==> src/rtl/wsdf_pkg.sv <==
// Shared types, codes and helpers for the WebSocket frame deframer.
package wsdf_pkg;

    localparam int LEN_W   = 63;
    localparam int TDATA_W = 80;

    // Parse phases of the receive side.
    typedef enum logic [2:0] {
        PH_HEAD0   = 3'd0,
        PH_HEAD1   = 3'd1,
        PH_LEN16   = 3'd2,
        PH_LEN64   = 3'd3,
        PH_KEY     = 3'd4,
        PH_PAYLOAD = 3'd5,
        PH_ERROR   = 3'd6
    } phase_t;

    // Result kinds carried on tuser.
    typedef enum logic [1:0] {
        KIND_HEADER  = 2'd0,
        KIND_PAYLOAD = 2'd1,
        KIND_ERROR   = 2'd2
    } kind_t;

    // Length codes in the second header byte.
    localparam logic [6:0] LEN_CODE16 = 7'd126;
    localparam logic [6:0] LEN_CODE64 = 7'd127;

    // Defined opcodes.
    localparam logic [3:0] OP_CONT   = 4'h0;
    localparam logic [3:0] OP_TEXT   = 4'h1;
    localparam logic [3:0] OP_BINARY = 4'h2;
    localparam logic [3:0] OP_CLOSE  = 4'h8;
    localparam logic [3:0] OP_PING   = 4'h9;
    localparam logic [3:0] OP_PONG   = 4'hA;

    // One result as it leaves the parser.
    typedef struct packed {
        kind_t              kind;
        logic               fin;
        logic [3:0]         opcode;
        logic               masked;
        logic [LEN_W-1:0]   length;
        logic [7:0]         pbyte;
        logic               last;
    } result_t;

    function automatic logic opcode_ok(input logic [3:0] op);
        return op inside {OP_CONT, OP_TEXT, OP_BINARY, OP_CLOSE, OP_PING, OP_PONG};
    endfunction

endpackage

==> src/rtl/wsdf_parser.sv <==
// Frame parse state and the combinational step that takes one byte and, for some bytes, yields a result.
module wsdf_parser (
    input  logic               aclk,
    input  logic               aresetn,
    input  logic               step,
    input  logic [7:0]         data_byte,
    output logic               res_valid,
    output wsdf_pkg::result_t  res
);
    import wsdf_pkg::*;

    phase_t           phase_reg, phase_next;
    logic [2:0]       count_reg, count_next;
    logic             fin_reg, fin_next;
    logic [3:0]       opcode_reg, opcode_next;
    logic             masked_reg, masked_next;
    logic [2:0]       rsv_reg, rsv_next;
    logic [LEN_W-1:0] length_reg, length_next;
    logic [LEN_W-1:0] remain_reg, remain_next;
    logic [31:0]      key_reg, key_next;

    logic [6:0]       code;
    logic             hdr_ok;
    logic [LEN_W-1:0] len_shift;
    logic             len16_end;
    logic             len64_end;
    logic [7:0]       key_byte;
    logic             valid_c;

    assign code      = data_byte[6:0];
    assign hdr_ok    = (rsv_reg == 3'd0) && opcode_ok(opcode_reg);
    assign len_shift = {length_reg[LEN_W-9:0], data_byte};
    assign len16_end = (count_reg == 3'd1);
    assign len64_end = (count_reg == 3'd7);

    always_comb begin
        case (count_reg[1:0])
            2'd0:    key_byte = key_reg[31:24];
            2'd1:    key_byte = key_reg[23:16];
            2'd2:    key_byte = key_reg[15:8];
            default: key_byte = key_reg[7:0];
        endcase
    end

    // Next phase.
    always_comb begin
        phase_next = phase_reg;
        case (phase_reg)
            PH_HEAD0: phase_next = PH_HEAD1;
            PH_HEAD1: begin
                if (!hdr_ok) begin
                    phase_next = PH_ERROR;
                end else if (code == LEN_CODE16) begin
                    phase_next = PH_LEN16;
                end else if (code == LEN_CODE64) begin
                    phase_next = PH_LEN64;
                end else if (data_byte[7]) begin
                    phase_next = PH_KEY;
                end else if (code == 7'd0) begin
                    phase_next = PH_HEAD0;
                end else begin
                    phase_next = PH_PAYLOAD;
                end
            end
            PH_LEN16, PH_LEN64: begin
                if ((phase_reg == PH_LEN16 && len16_end) ||
                    (phase_reg == PH_LEN64 && len64_end)) begin
                    if (masked_reg) begin
                        phase_next = PH_KEY;
                    end else if (len_shift == '0) begin
                        phase_next = PH_HEAD0;
                    end else begin
                        phase_next = PH_PAYLOAD;
                    end
                end
            end
            PH_KEY: begin
                if (count_reg == 3'd3) begin
                    phase_next = (length_reg == '0) ? PH_HEAD0 : PH_PAYLOAD;
                end
            end
            PH_PAYLOAD: begin
                if (remain_reg == LEN_W'(1)) begin
                    phase_next = PH_HEAD0;
                end
            end
            PH_ERROR: phase_next = PH_ERROR;
            default:  phase_next = PH_ERROR;
        endcase
    end

    // Header fields, length, counters and key.
    always_comb begin
        count_next  = count_reg;
        fin_next    = fin_reg;
        opcode_next = opcode_reg;
        masked_next = masked_reg;
        rsv_next    = rsv_reg;
        length_next = length_reg;
        remain_next = remain_reg;
        key_next    = key_reg;
        case (phase_reg)
            PH_HEAD0: begin
                fin_next    = data_byte[7];
                rsv_next    = data_byte[6:4];
                opcode_next = data_byte[3:0];
                masked_next = 1'b0;
            end
            PH_HEAD1: begin
                masked_next = data_byte[7];
                if (hdr_ok) begin
                    count_next = 3'd0;
                    if (code == LEN_CODE16 || code == LEN_CODE64) begin
                        length_next = '0;
                    end else begin
                        length_next = LEN_W'(code);
                    end
                    remain_next = length_next;
                end
            end
            PH_LEN16, PH_LEN64: begin
                length_next = len_shift;
                remain_next = len_shift;
                count_next  = count_reg + 3'd1;
                if ((phase_reg == PH_LEN16 && len16_end) ||
                    (phase_reg == PH_LEN64 && len64_end)) begin
                    count_next = 3'd0;
                end
            end
            PH_KEY: begin
                key_next   = {key_reg[23:0], data_byte};
                count_next = (count_reg == 3'd3) ? 3'd0 : count_reg + 3'd1;
            end
            PH_PAYLOAD: begin
                count_next  = {1'b0, count_reg[1:0] + 2'd1};
                remain_next = remain_reg - LEN_W'(1);
            end
            default: ;
        endcase
    end

    // Result for the current byte.
    always_comb begin
        valid_c    = 1'b0;
        res.kind   = KIND_HEADER;
        res.fin    = fin_reg;
        res.opcode = opcode_reg;
        res.masked = masked_reg;
        res.length = '0;
        res.pbyte  = 8'd0;
        res.last   = 1'b0;
        case (phase_reg)
            PH_HEAD1: begin
                res.masked = data_byte[7];
                if (!hdr_ok) begin
                    valid_c  = 1'b1;
                    res.kind = KIND_ERROR;
                    res.last = 1'b1;
                end else if (code != LEN_CODE16 && code != LEN_CODE64 && !data_byte[7]) begin
                    valid_c    = 1'b1;
                    res.length = LEN_W'(code);
                    res.last   = (code == 7'd0);
                end
            end
            PH_LEN16, PH_LEN64: begin
                if (((phase_reg == PH_LEN16 && len16_end) ||
                     (phase_reg == PH_LEN64 && len64_end)) && !masked_reg) begin
                    valid_c    = 1'b1;
                    res.length = len_shift;
                    res.last   = (len_shift == '0);
                end
            end
            PH_KEY: begin
                if (count_reg == 3'd3) begin
                    valid_c    = 1'b1;
                    res.length = length_reg;
                    res.last   = (length_reg == '0);
                end
            end
            PH_PAYLOAD: begin
                valid_c    = 1'b1;
                res.kind   = KIND_PAYLOAD;
                res.length = length_reg;
                res.pbyte  = masked_reg ? (data_byte ^ key_byte) : data_byte;
                res.last   = (remain_reg == LEN_W'(1));
            end
            default: ;
        endcase
    end

    assign res_valid = step && valid_c;

    always_ff @(posedge aclk) begin
        if (!aresetn) begin
            phase_reg  <= PH_HEAD0;
            count_reg  <= 3'd0;
            fin_reg    <= 1'b0;
            opcode_reg <= 4'd0;
            masked_reg <= 1'b0;
            rsv_reg    <= 3'd0;
            length_reg <= '0;
            remain_reg <= '0;
            key_reg    <= 32'd0;
        end else if (step) begin
            phase_reg  <= phase_next;
            count_reg  <= count_next;
            fin_reg    <= fin_next;
            opcode_reg <= opcode_next;
            masked_reg <= masked_next;
            rsv_reg    <= rsv_next;
            length_reg <= length_next;
            remain_reg <= remain_next;
            key_reg    <= key_next;
        end
    end

endmodule

==> src/rtl/websocket_frame_deframer_core.sv <==
// Top level of the WebSocket frame deframer: input register, parser and result register.
//
//  Channel | Direction | Ports                          | Carries
//  --------+-----------+--------------------------------+-------------------------------------
//  s_      | in        | s_tvalid s_tready s_tdata      | one received byte per request
//  m_      | out       | m_tvalid m_tready m_tdata      | header, payload byte or error result
//          |           | m_tuser m_tlast                |
//
// One byte is taken per cycle unless a waiting result with m_tready low holds the flow. The
// parser sits between the input register and the result register and handles each byte
// combinationally. A result is presented after its byte passes the input and result registers.
// Header, length and key bytes produce no result, except the byte that completes the header
// or shows a header error. Reset (aresetn low at a clock edge) empties both registers and
// puts the parser back to the first header byte; there is no clearing pass. While a result
// waits with m_tready low, the result register holds and the input register still takes
// one more byte if it is empty before s_tready drops.
module websocket_frame_deframer_core (
    input  logic                          aclk,
    input  logic                          aresetn,
    input  logic                          s_tvalid,
    output logic                          s_tready,
    input  logic [7:0]                    s_tdata,   // [7:0] data_byte
    output logic                          m_tvalid,
    input  logic                          m_tready,
    // [0] fin, [4:1] opcode, [5] masked, [68:6] payload_length, [76:69] payload_byte,
    // [79:77] zero
    output logic [wsdf_pkg::TDATA_W-1:0]  m_tdata,
    output logic [1:0]                    m_tuser,   // [1:0] kind
    output logic                          m_tlast    // last result of the frame
);
    import wsdf_pkg::*;

    // The input register holds one byte until the parser can hand its result on.
    logic        in_valid_reg, in_valid_next;
    logic [7:0]  in_byte_reg;

    // The result register faces the master side.
    logic        out_valid_reg, out_valid_next;
    result_t     out_res_reg;

    logic        advance;
    logic        res_valid;
    result_t     res;

    // A byte moves through the parser whenever the result register is free or draining.
    assign advance  = in_valid_reg && (!out_valid_reg || m_tready);
    assign s_tready = !in_valid_reg || advance;

    always_comb begin
        in_valid_next = in_valid_reg;
        if (s_tvalid && s_tready) begin
            in_valid_next = 1'b1;
        end else if (advance) begin
            in_valid_next = 1'b0;
        end
    end

    always_comb begin
        out_valid_next = out_valid_reg;
        if (advance) begin
            out_valid_next = res_valid;
        end else if (m_tready) begin
            out_valid_next = 1'b0;
        end
    end

    wsdf_parser u_parser (
        .aclk      (aclk),
        .aresetn   (aresetn),
        .step      (advance),
        .data_byte (in_byte_reg),
        .res_valid (res_valid),
        .res       (res)
    );

    always_ff @(posedge aclk) begin
        if (!aresetn) begin
            in_valid_reg  <= 1'b0;
            out_valid_reg <= 1'b0;
        end else begin
            in_valid_reg  <= in_valid_next;
            out_valid_reg <= out_valid_next;
        end
    end

    // Payload registers carry no reset.
    always_ff @(posedge aclk) begin
        if (s_tvalid && s_tready) begin
            in_byte_reg <= s_tdata;
        end
        if (advance && res_valid) begin
            out_res_reg <= res;
        end
    end

    assign m_tvalid = out_valid_reg;
    assign m_tdata  = {3'b000, out_res_reg.pbyte, out_res_reg.length, out_res_reg.masked,
                       out_res_reg.opcode, out_res_reg.fin};
    assign m_tuser  = out_res_reg.kind;
    assign m_tlast  = out_res_reg.last;

    // An error result always closes the frame.
    assert property (@(posedge aclk) disable iff (!aresetn)
        (m_tvalid && m_tuser == KIND_ERROR) |-> m_tlast)
        else $error("error result without last");

    // A header result is the last one exactly when the frame is empty.
    assert property (@(posedge aclk) disable iff (!aresetn)
        (m_tvalid && m_tuser == KIND_HEADER) |-> (m_tlast == (m_tdata[68:6] == '0)))
        else $error("header last flag disagrees with length");

    // Only payload results carry a data byte.
    assert property (@(posedge aclk) disable iff (!aresetn)
        (m_tvalid && m_tuser != KIND_PAYLOAD) |-> (m_tdata[76:69] == 8'd0))
        else $error("nonzero payload byte on header or error result");

endmodule

==> config.mk <==
export PLATFORM = sky130hd
export DESIGN_NAME = websocket_frame_deframer_core
export DESIGN_NICKNAME = d
export VERILOG_FILES = /design/src/rtl/wsdf_pkg.sv /design/src/rtl/wsdf_parser.sv /design/src/rtl/websocket_frame_deframer_core.sv
export SDC_FILE = /design/constraint.sdc
export NUM_CORES = 1
export LEC_CHECK = 0
export ABC_AREA = 1
export BUFFER_PORTS_ARGS = -buffer_cell sky130_fd_sc_hd__clkbuf_2
export CORE_UTILIZATION = 45
export CTS_BUF_LIST = sky130_fd_sc_hd__clkbuf_16
export DETAILED_ROUTE_END_ITERATION = 8
export PLACE_DENSITY = 0.61
export SYNTH_ARGS = -nofsm -noshare
export SYNTH_HDL_FRONTEND = slang
export SYNTH_SLANG_ARGS = --single-unit
==> constraint.sdc <==
create_clock -name aclk -period 5.28 [get_ports aclk]
set_clock_uncertainty 0.1 [all_clocks]
set_input_delay 0.264 -clock aclk [delete_from_list [all_inputs] [get_ports aclk]]
set_output_delay 0.264 -clock aclk [all_outputs]
set_load 0.05 [all_outputs]
==> impl_metrics.tcl <==
set metrics [dict create \
    routed.top_layer "met4" \
    area_growth_pct 12.26 \
    syn_avg_cell_area_um2 7.426 \
    slew_headroom 0.2511 \
    clk_pin_slew_worst_paths_ns 0.06 \
    fin_crit_ns 3.629 \
    hold_class "in2reg" \
    rsz0062_at_grt "false" \
    hold_start "aresetn" \
    nNetsFinal 1820 \
    postPlaceCellArea_um2 13550 \
    synth_warnings 0 \
    endpoint_kind "flop" \
    mostFrequentLayoutCells "347 x nor2_1, 234 x nand2_1, 213 x o21ai_0" \
    finalHoldViolations 0 \
    cts_tree "done" \
    r2r-start "u_parser.phase_reg[1]" \
    wl_met1_um 18590 \
    startpoint "u_parser.phase_reg[1]" \
    worst-setup-path-type "reg2reg" \
    synth.cell_area_um2 12970 \
    startpoint_type "flop" \
    cts.sinks 263 \
    fmax_mhz 275.5 \
    hold_path_depth 3 \
    hold_buffers 11 \
    cts_resized 0 \
    wl_per_cell_um 17.37 \
    viasPerCell 5.539 \
    dieArea_um2 29510 \
    htree_levels 1 \
    synth_adder_area_share 0.009645 \
    place_congestion 0.9238 \
    diodes 0 \
    syn_inst 1747 \
    drive_above_1_share 0.09286 \
    synth_edf_count 88 \
    cts_inserted_buffers 28 \
    core_area_um2 28090 \
    path_max_fanout 80 \
    worstMarginPinSlew_ns 1.123 \
    dr_wl_met3_um 3165 \
    synth_compound_area_frac 0.2107 \
    leakage_nw 6.212 \
    grtUsageTotal 0.2573 \
    grt_pass1_wl_um 59040 \
    cp_cell_sequence "inv_1 > nor2_4 > inv_2 > a21oi_1 > nand2_2 > nand4_1 > nand2_1 > inv_2 > buf_12" \
    peakVddDrop_mv 0.2375 \
    cts_setup_buffers 0 \
    grt_overflow 0 \
    tns_ns 0 \
    cpMostUsedCell "inv_2" \
    report.final.slew_viol_count 0 \
    critical-path-slowest-cell "nand2_2" \
    synthArstFlopShare 0 \
    dr.pass1.iters 5 \
    layout_commonest_cell "nor2_1" \
    cp_data_arrival_time_ns 3.73 \
    fin_cells 2198 \
    finalWirelength_um 38190 \
    netlist-cell-type-count 44 \
    dp.cells 2135 \
    die_w_um 171.8 \
    first_global_vias 10616 \
    synthSimpleGateAreaFrac 0.2260 \
    io_pins 97 \
    drt_iter0_markers 1378 \
    dieHeight_um 171.8 \
    wl_met2_um 15460 \
    dp_hpwl_um 26280 \
    root_buffer "clkbuf_16" \
    start_util 0.4619 \
    grt_max_degree 114 \
    vias 12175 \
    remaining_drc_errors 0 \
    synth_top_family_by_area "simple AND/OR/NAND/NOR gates" \
    final_cell_area_um2 14560 \
    power_w 0.005041 \
    clock_latency_ns 0.55 \
    drv_cap 0 \
    r2r_cells 9 \
    synthMuxAreaShare 0 \
    ys_seq_area_frac 0.4738 \
    setup_viol 0 \
    synth_ff_type "dfxtp_1" \
    cts_buffer_depth 3 \
    port_buffers 93 \
    largest_reg_flops 77 \
    slowest_delay_ns 0.62 \
    synth-seq-cells 263 \
    fin_crit_sh 0.6874 \
    antenna_found_initial 0 \
    ant_nets 0 \
    power_density_nw_per_um2 346.1 \
    status "complete, no violations" \
    synth_xor_area_frac 0 \
    crit_required_ns 5.38 \
    num_rows 61 \
]
-- synthesized netlist by cell type (4+ instances only) --
| cell type | count | area, µm² |
|---|---|---|
| a21o_1 | 5 | 37.54 |
| a21oi_1 | 187 | 935.9 |
| a31oi_1 | 17 | 106.4 |
| buf_1 | 8 | 30.03 |
| buf_2 | 28 | 140.1 |
| buf_4 | 4 | 30.03 |
| buf_6 | 5 | 56.30 |
| clkbuf_1 | 45 | 168.9 |
| dfxtp_1 | 175 | 3503 |
| edfxtp_1 | 88 | 2643 |
| ha_1 | 10 | 125.1 |
| inv_1 | 155 | 581.8 |
| nand2_1 | 235 | 882.1 |
| nand3_1 | 71 | 355.3 |
| nand4_1 | 17 | 106.4 |
| nor2_1 | 348 | 1306 |
| nor2_2 | 8 | 50.05 |
| nor2_4 | 4 | 45.04 |
| nor3_1 | 10 | 50.05 |
| o21ai_0 | 213 | 1066 |
| o21ai_1 | 4 | 20.02 |
| o21bai_1 | 10 | 75.07 |
| o22ai_1 | 66 | 412.9 |
| or2_2 | 4 | 25.02 |
-- per-layer routing --
layer	vias up	track usage
met2	493	0.3586
met4	0	0.07426
li1	5983	-
met5	-	0
met3	61	0.03037
met1	5638	0.4080
-- kinds of logic (layout without fill, tap and decap cells) --
group	after synthesis	after routing
other	1	3
buffers and inverters	251	322
adders and majority gates	10	10
AOI/OAI and AO/OA	512	512
DFF	263	263
and+or+nand+nor	710	710
-- power by group --
part           total, W  leakage, nW  internal, W  switching (W)
logic          0.000903         3.37     0.000258       0.000645
clock network   0.00194        0.469      0.00113       0.000805
registers       0.00220         2.37      0.00215      0.0000559
-- final cells by class --
class,instances,area [µm²]
Tap cell,378,473.0
Clock buffer,29,725.7
Inverter,160,601.8
Timing Repair Buffer,110,635.6
Clock inverter,23,173.9
Multi-Input combinational cell,1235,5807
Fill cell,2844,13520
Sequential cell,263,6146
-- metrics by stage --
stage                     setup WS (ns)  hold WS, ns    util
after floorplan                   1.904       0.2629       -
after global placement            1.810       0.3124  0.4825
after detailed placement          1.697       0.3131  0.4825
after CTS                         1.687       0.1015  0.5185
after global routing              1.312       0.1443  0.5185
final                             1.651      0.09939  0.5185
-- worst max-delay path, delay by kind of cell (launching register included) --
| kind | cells | cell delay [ns] |
|---|---|---|
| AND/OR/NAND/NOR | 4 | 1.30 |
| AO/OA/AOI/OAI | 1 | 0.35 |
| flip-flops | 1 | 0.45 |
| buffers and inverters | 4 | 1.01 |
-- final timing paths --
check	slack, ns	endpoint
hold / removal	0.1	u_parser.remain_reg[50]
hold reg to reg	0.33	m_tdata[4]
setup / recovery	1.65	m_tdata[55]
setup reg to reg	1.65	m_tdata[55]
Power figures use the tool's default switching activity.
